`src/rtl/spq_pkg.sv`:
```
// Shared types and constants for the sorted priority queue.
`default_nettype none
package spq_pkg;

    localparam int QUEUE_DEPTH = 16;
    localparam int COUNT_W     = $clog2(QUEUE_DEPTH + 1);
    localparam int VALUE_W     = 32;
    localparam int PRIO_W      = 16;
    localparam int ENTRY_CNT_W = 5;

    typedef enum logic [1:0] {
        ACT_ENQUEUE = 2'd0,
        ACT_DEQUEUE = 2'd1,
        ACT_PEEK    = 2'd2
    } action_t;

    typedef enum logic [1:0] {
        ST_DONE  = 2'd0,
        ST_EMPTY = 2'd1,
        ST_FULL  = 2'd2
    } status_t;

    typedef struct packed {
        logic signed [VALUE_W-1:0] value;
        logic        [PRIO_W-1:0]  prio;
    } entry_t;

    // What a cell shows its neighbors.
    typedef struct packed {
        entry_t entry;
        logic   keep;
    } link_t;

    // Broadcast to every cell in the cycle an item is accepted.
    typedef struct packed {
        logic   insert;
        logic   shift_up;
        entry_t entry;
    } cmd_t;

endpackage
`default_nettype wire

```
`src/rtl/spq_req_if.sv`:
```
// Request channel: valid/ready plus the operation payload.
`default_nettype none
interface spq_req_if;
    logic                                       valid;
    logic                                       ready;
    logic [1:0]                                 action;
    logic signed [spq_pkg::VALUE_W-1:0]         item_value;
    logic        [spq_pkg::PRIO_W-1:0]          item_priority;

    modport source (output valid, output action, output item_value, output item_priority,
                    input ready);
    modport sink   (input valid, input action, input item_value, input item_priority,
                    output ready);
endinterface
`default_nettype wire

```
`src/rtl/spq_rsp_if.sv`:
```
// Response channel: valid/ready plus the result payload.
`default_nettype none
interface spq_rsp_if;
    logic                                   valid;
    logic                                   ready;
    logic [1:0]                             status;
    logic signed [spq_pkg::VALUE_W-1:0]     out_value;
    logic        [spq_pkg::PRIO_W-1:0]      out_priority;
    logic [spq_pkg::ENTRY_CNT_W-1:0]        entry_count;
    logic                                   is_empty_now;

    modport source (output valid, output status, output out_value, output out_priority,
                    output entry_count, output is_empty_now, input ready);
    modport sink   (input valid, input status, input out_value, input out_priority,
                    input entry_count, input is_empty_now, output ready);
endinterface
`default_nettype wire

```
`src/rtl/spq_cell.sv`:
```
// One slot of the sorted shift register: holds an entry, inserts, shifts.
`default_nettype none
module spq_cell (
    input  wire logic            clk,
    input  wire spq_pkg::cmd_t   cmd,
    input  wire logic            occupied,
    input  wire spq_pkg::link_t  prev_link,
    input  wire spq_pkg::entry_t next_entry,
    output spq_pkg::link_t       link
);

    spq_pkg::entry_t entry_reg;
    spq_pkg::entry_t entry_next;
    logic            keep;

    // Stay put when holding an entry that outranks or ties the new one.
    assign keep = occupied && (entry_reg.prio >= cmd.entry.prio);

    always_comb
    begin
        entry_next = entry_reg;
        if (cmd.insert && !keep)
        begin
            if (prev_link.keep)
                entry_next = cmd.entry;
            else
                entry_next = prev_link.entry;
        end
        else if (cmd.shift_up)
        begin
            entry_next = next_entry;
        end
    end

    always_ff @(posedge clk)
    begin
        entry_reg <= entry_next;
    end

    assign link.entry = entry_reg;
    assign link.keep  = keep;

endmodule
`default_nettype wire

```
`src/rtl/sorted_priority_queue_top.sv`:
```
// Sorted priority queue: a row of slot cells with head at slot zero.
// The result beat is registered and presented in the cycle after the request beat is accepted.
// Throughput: one operation per cycle while each response beat is taken; every cell
// compares and shifts in the same cycle, whatever the row width.
// Reset clears the entry count and the response valid; slot contents are
// left as they are and are never read before being written.
`default_nettype none
module sorted_priority_queue_top (
    input  wire logic  clk,
    input  wire logic  rst_n,
    spq_req_if.sink    req,
    spq_rsp_if.source  rsp
);

    localparam int DEPTH = spq_pkg::QUEUE_DEPTH;
    localparam int CW    = spq_pkg::COUNT_W;

    logic [CW-1:0]   count_reg;
    logic [CW-1:0]   count_next;
    logic            rsp_valid_reg;
    logic [1:0]      status_reg;
    logic [1:0]      status_next;
    spq_pkg::entry_t head_out_reg;
    spq_pkg::entry_t head_out_next;

    logic            fire;
    logic            is_full;
    logic            no_entries;
    spq_pkg::cmd_t   cmd;
    spq_pkg::link_t  links [DEPTH];
    logic [DEPTH-1:0] occupied;
    logic [CW+spq_pkg::ENTRY_CNT_W-1:0] count_wide;

    assign req.ready  = !rsp_valid_reg || rsp.ready;
    assign fire       = req.valid && req.ready;
    assign is_full    = (count_reg == CW'(DEPTH));
    assign no_entries = (count_reg == '0);

    always_comb
    begin
        cmd.insert       = 1'b0;
        cmd.shift_up     = 1'b0;
        cmd.entry.value  = req.item_value;
        cmd.entry.prio   = req.item_priority;
        count_next       = count_reg;
        status_next      = spq_pkg::ST_DONE;
        head_out_next    = '0;
        case (req.action)
            spq_pkg::ACT_ENQUEUE:
            begin
                if (is_full)
                    status_next = spq_pkg::ST_FULL;
                else
                begin
                    cmd.insert = fire;
                    count_next = count_reg + CW'(1);
                end
            end
            spq_pkg::ACT_DEQUEUE, spq_pkg::ACT_PEEK:
            begin
                if (no_entries)
                    status_next = spq_pkg::ST_EMPTY;
                else
                begin
                    head_out_next = links[0].entry;
                    if (req.action == spq_pkg::ACT_DEQUEUE)
                    begin
                        cmd.shift_up = fire;
                        count_next   = count_reg - CW'(1);
                    end
                end
            end
            default:
            begin
                status_next = spq_pkg::ST_DONE;
            end
        endcase
    end

    genvar i;
    generate
        for (i = 0; i < DEPTH; i++)
        begin : g_cell
            spq_pkg::link_t  prev_link;
            spq_pkg::entry_t next_entry;

            assign occupied[i] = (CW'(i) < count_reg);

            if (i == 0)
            begin : g_head
                assign prev_link.entry = '0;
                assign prev_link.keep  = 1'b1;
            end
            else
            begin : g_body
                assign prev_link = links[i-1];
            end

            if (i == DEPTH - 1)
            begin : g_tail
                assign next_entry = '0;
            end
            else
            begin : g_mid
                assign next_entry = links[i+1].entry;
            end

            spq_cell u_cell (
                .clk        (clk),
                .cmd        (cmd),
                .occupied   (occupied[i]),
                .prev_link  (prev_link),
                .next_entry (next_entry),
                .link       (links[i])
            );
        end
    endgenerate

    always_ff @(posedge clk or negedge rst_n)
    begin
        if (!rst_n)
        begin
            count_reg     <= '0;
            rsp_valid_reg <= 1'b0;
        end
        else
        begin
            if (fire)
                count_reg <= count_next;
            if (fire)
                rsp_valid_reg <= 1'b1;
            else if (rsp.ready)
                rsp_valid_reg <= 1'b0;
        end
    end

    // Hold the response payload until the beat is taken.
    always_ff @(posedge clk)
    begin
        if (fire)
        begin
            status_reg   <= status_next;
            head_out_reg <= head_out_next;
        end
    end

    assign count_wide       = {{spq_pkg::ENTRY_CNT_W{1'b0}}, count_reg};
    assign rsp.valid        = rsp_valid_reg;
    assign rsp.status       = status_reg;
    assign rsp.out_value    = head_out_reg.value;
    assign rsp.out_priority = head_out_reg.prio;
    assign rsp.entry_count  = count_wide[spq_pkg::ENTRY_CNT_W-1:0];
    assign rsp.is_empty_now = no_entries;

    // The response always reports the count as it stands after its operation.
    a_count_bound: assert property (@(posedge clk) disable iff (!rst_n)
        count_reg <= CW'(DEPTH))
        else $error("entry count above queue depth");

    a_enq_grows: assert property (@(posedge clk) disable iff (!rst_n)
        fire && req.action == spq_pkg::ACT_ENQUEUE && !is_full
        |=> count_reg == $past(count_reg) + CW'(1) && status_reg == spq_pkg::ST_DONE)
        else $error("accepted enqueue did not add an entry");

    a_deq_empty: assert property (@(posedge clk) disable iff (!rst_n)
        fire && req.action == spq_pkg::ACT_DEQUEUE && no_entries
        |=> status_reg == spq_pkg::ST_EMPTY && head_out_reg == '0 && count_reg == '0)
        else $error("dequeue on empty queue misreported");

    generate
        for (i = 0; i < DEPTH - 1; i++)
        begin : g_order_chk
            a_sorted: assert property (@(posedge clk) disable iff (!rst_n)
                occupied[i+1] |-> links[i].entry.prio >= links[i+1].entry.prio)
                else $error("slots out of priority order");
        end
    endgenerate

endmodule
`default_nettype wire
```
`src/flat_wrapper.sv`:
```
// flat-port wrapper written by rule: the top's interface ports become plain ports
module sorted_priority_queue_top_flat 
  (clk, rst_n, req_valid, req_action, req_item_value, req_item_priority, req_ready, rsp_valid, rsp_status, rsp_out_value, rsp_out_priority, rsp_entry_count, rsp_is_empty_now, rsp_ready);
  spq_req_if req_i ();
  spq_rsp_if rsp_i ();
  input  wire logic clk;
  input  wire logic rst_n;
  input wire logic [$bits(req_i.valid)-1:0] req_valid;
  input wire logic [$bits(req_i.action)-1:0] req_action;
  input wire logic [$bits(req_i.item_value)-1:0] req_item_value;
  input wire logic [$bits(req_i.item_priority)-1:0] req_item_priority;
  output wire logic [$bits(req_i.ready)-1:0] req_ready;
  output wire logic [$bits(rsp_i.valid)-1:0] rsp_valid;
  output wire logic [$bits(rsp_i.status)-1:0] rsp_status;
  output wire logic [$bits(rsp_i.out_value)-1:0] rsp_out_value;
  output wire logic [$bits(rsp_i.out_priority)-1:0] rsp_out_priority;
  output wire logic [$bits(rsp_i.entry_count)-1:0] rsp_entry_count;
  output wire logic [$bits(rsp_i.is_empty_now)-1:0] rsp_is_empty_now;
  input wire logic [$bits(rsp_i.ready)-1:0] rsp_ready;
  assign req_i.valid = req_valid;
  assign req_i.action = req_action;
  assign req_i.item_value = req_item_value;
  assign req_i.item_priority = req_item_priority;
  assign req_ready = req_i.ready;
  assign rsp_valid = rsp_i.valid;
  assign rsp_status = rsp_i.status;
  assign rsp_out_value = rsp_i.out_value;
  assign rsp_out_priority = rsp_i.out_priority;
  assign rsp_entry_count = rsp_i.entry_count;
  assign rsp_is_empty_now = rsp_i.is_empty_now;
  assign rsp_i.ready = rsp_ready;
  sorted_priority_queue_top u_core (.clk(clk), .rst_n(rst_n), .req(req_i), .rsp(rsp_i));
endmodule
```
`config.mk`:
```
export PLATFORM = sky130hd
export DESIGN_NAME = sorted_priority_queue_top_flat
export DESIGN_NICKNAME = d
export VERILOG_FILES = /design/src/rtl/spq_pkg.sv /design/src/rtl/spq_req_if.sv /design/src/rtl/spq_rsp_if.sv /design/src/rtl/spq_cell.sv /design/src/rtl/sorted_priority_queue_top.sv /design/src/flat_wrapper.sv
export SDC_FILE = /design/constraint.sdc
export NUM_CORES = 2
export LEC_CHECK = 0
export BUFFER_PORTS_ARGS = -buffer_cell sky130_fd_sc_hd__buf_4
export CAP_MARGIN = 20
export CORE_ASPECT_RATIO = 1.25
export CORE_MARGIN = 4
export CORE_UTILIZATION = 45
export DETAILED_ROUTE_END_ITERATION = 8
export PLACE_DENSITY = 0.62
export SYNTH_ARGS = -nofsm -noshare
export SYNTH_HDL_FRONTEND = slang
export SYNTH_SLANG_ARGS = --single-unit
```
`constraint.sdc`:
```
create_clock -name clk -period 8.2 [get_ports clk]
set_input_delay 1.23 -clock clk [delete_from_list [all_inputs] [get_ports clk]]
set_output_delay 1.23 -clock clk [all_outputs]
set_load 0.02 [all_outputs]
```
==> impl_metrics.json <==
{
  "outcome": "finished, final reports clean",
  "wl_um": 138000,
  "die_h_um": 366,
  "maxClockFrequency_ghz": 0.204,
  "finalSetupViolations": 0,
  "crit_path_cell_trace": "buf_4, inv_1, ha_1, a21o_1, a21o_1, a211oi_1, a31oi_4, nor2_4, buf_4, a31oi_1",
  "avgSynthCellArea_um2": 10.6,
  "first_global_vias": 35000,
  "worst-path-max-fanout": 54,
  "hpwlAfterDp_um": 87700,
  "grt_start_max_net_pins": 97,
  "most_used_cells_in_the_layout_excluding_fill_and_tap_cells": "edfxtp_1, nand2_1, nor2_1",
  "routabilityCongestion": 0.885,
  "cpPeakStageDelay_ns": 0.85,
  "postSynthRegisterBits": 824,
  "pin_count": 112,
  "most_frequent_standard_cell_in_the_layout_excluding_fill_and_tap_cells": "edfxtp_1",
  "grt_setup_unrepaired": "no",
  "critical_path_class": "primary input to flop",
  "ff2ff_setup_slack_ns": 3.58,
  "synth_area_leaders": "edfxtp_1, mux2i_1, ha_1, nand2_1, nor2_1",
  "synth-edff-count": 818,
  "tritoncts": "built",
  "synthArstFlopShare_pct": 0.728,
  "num_vias": 34200,
  "post-synth-top-area-cell": "edfxtp_1",
  "vdd_drop_max_v": 0.000159,
  "final_min_period_over_clock_period_pct": 59.8,
  "worst_hold_path_type": "primary input to asynchronous set/reset pin",
  "cts.path.max_buffers": 3,
  "full_die_area_mm2": 0.108,
  "required_ns": 8.58,
  "final.setup.tns_ns": 0,
  "critical_path.reg2reg.endpoint": "u_core.g_cell[4].u_cell.link[33]",
  "critical-path-slowest-cell": "nor2_4",
  "final-hold-violation-count": 0,
  "total_global_routing_track_utilization_pct": 25.2,
  "drv_cap": 0,
  "mappedNetlistNets": 4674,
  "startpoint": "req_item_priority[13]",
  "core_mm2": 0.102,
  "clock_tree.root_cell": "clkbuf_16",
  "postSynth.topFlopCell": "edfxtp_1",
  "cts_post_setup_buffers_inserted": 0,
  "dr_drc_count": 0,
  "rr_worst_depth": 6,
  "grt.overflow.total": 0,
  "routed_via_density": 6.00,
  "post_route_cells_drive_above_1_share_pct": 9.43,
  "largest_register_ffs": 768,
  "tritoncts_num_sinks": 824,
  "route.antenna.remaining_nets": 0,
  "crit_path_end_kind": "flop",
  "die_width_um": 294,
  "seq_total_area_yosys_pct": 53.6,
  "netlist-cell-type-count": 61,
  "report.power.total_w": 0.0122,
  "synth_warnings": 0,
  "grt_first_pass_wirelength_um": 211000,
  "layout_stage_area_growth_over_the_synthesis_result_pct": 10.3,
  "pwr_density_cell_mw_per_mm2": 239,
  "clock_insertion_delay_worst_skew_ns": 0.69,
  "syn_area_mm2": 0.0461,
  "drt-pass1-iter-count": 6,
  "stdcell_count": 5711,
  "holdBufCountCts": 0,
  "power.leakage_nw": 20.4,
  "critPathArrivalTime_ns": 5.29,
  "area_share_of_the_largest_cell_type_after_synthesis_pct": 53.3,
  "critical_path.startpoint_type": "primary input",
  "htree_levels": 3,
  "finalWorstPathRequiredPeriod_ns": 4.91,
  "placed_cells": 5547,
  "placement_rows": 131,
  "timing.max_slew.rel_slack_pct": 24.0,
  "place.port_buffers": 111,
  "synthesis.instances": 4358,
  "routedWlPerCell_um": 24.2,
  "drt-initial-drc-count": 3077,
  "fin_skew_ns": 0.0220,
  "numCtsBuffers": 89,
  "antenna_violations_before_repair": 3,
  "utilization_pct": 49.9,
  "fin_nets": 4626,
  "final_max_slew_viol_count": 0,
  "clock_transition_at_the_registers_of_the_reported_paths_ns": 0.06,
  "tightestPinTransition_ns": 1.14,
  "worst_r2r_startpoint": "u_core.rsp.valid",
  "post_cts_sizing_count": 0,
  "initial_utilization_pct": 45.2
}
-- cells in the mapped netlist, drive strengths merged, types with 7 or more instances --
cell type,instances
nand4,20
a211oi,22
nor2,605
a211o,7
a21oi,406
clkbuf,190
and3,51
o21a,12
nand3,14
a21o,10
nor3,16
a31oi,195
mux2i,497
edfxtp,818
nand2,643
nand2b,27
o21ai,242
inv,46
mux2,48
buf,132
ha,262
o211ai,8
-- stage by stage --
step	instance area [um^2]	hold slack, ns	worst slack [ns]
floorplan	46100	0.496	0.444
global placement	48100	0.499	2.41
detailed placement	48100	0.515	2.40
CTS	50800	0.300	3.14
global route	50900	0.324	3.06
finish	50900	0.342	3.29
-- where the power goes --
| part | switching, W | internal (W) | leakage, nW | total (W) |
|---|---|---|---|---|
| Combinational | 0.00198 | 0.00103 | 11.4 | 0.00301 |
| Clock | 0.00178 | 0.00218 | 1.32 | 0.00395 |
| Sequential | 0.000206 | 0.00501 | 7.60 | 0.00522 |
| Total | 0.00396 | 0.00822 | 20.4 | 0.0122 |
-- layer usage --
layer	wire (um)	vias up	share of wire (%)	GRT usage, %
met1	58700	17100	42	32.7
met4	5390	0	3.9	10.5
met2	66300	1106	48	42.3
met3	7820	248	5.7	3.47
li1	-	15800	-	-
met5	0	-	0	0
-- worst max-delay path, delay by kind of cell --
family / cells / cell delay (ns)
simple gates: 1 / 0.85
fa+ha+maj: 1 / 0.37
compound gates: 5 / 1.28
buf+inv: 3 / 1.44
-- layout make-up --
class / instances / area [um^2]
clock inverters: 52 / 420
fillers: 9403 / 51100
clock buffers: 108 / 2320
multi-input cells: 3166 / 20200
flip-flops and latches: 824 / 24700
diodes: 2 / 5.00
repair buffers: 183 / 1420
inverters: 46 / 173
well taps: 1330 / 1660
-- worst max path at each step --
stage / endpoint / slack [ns]
detailed placement: u_core.g_cell[10].u_cell.link[34] / 2.40
finish: u_core.g_cell[4].u_cell.link[33] / 3.29
CTS: u_core.g_cell[10].u_cell.link[32] / 3.14
global route: u_core.g_cell[4].u_cell.link[29] / 3.06
global placement: u_core.g_cell[10].u_cell.link[35] / 2.41
floorplan: u_core.g_cell[4].u_cell.link[10] / 0.44
-- cells by family (layout without fill, tap and decap cells) --
family | Yosys count | in the layout | synth area share (%)
buf+inv | 368 | 389 | 3.44
xor+xnor | 5 | 5 | 0.0950
fa+ha+maj | 262 | 262 | 7.11
mux | 545 | 545 | 12.0
flops | 824 | 824 | 53.6
compound gates | 946 | 946 | 11.5
other cells | 0 | 2 | 0
simple gates | 1408 | 1408 | 12.3
(Power assumes the default switching activity.)
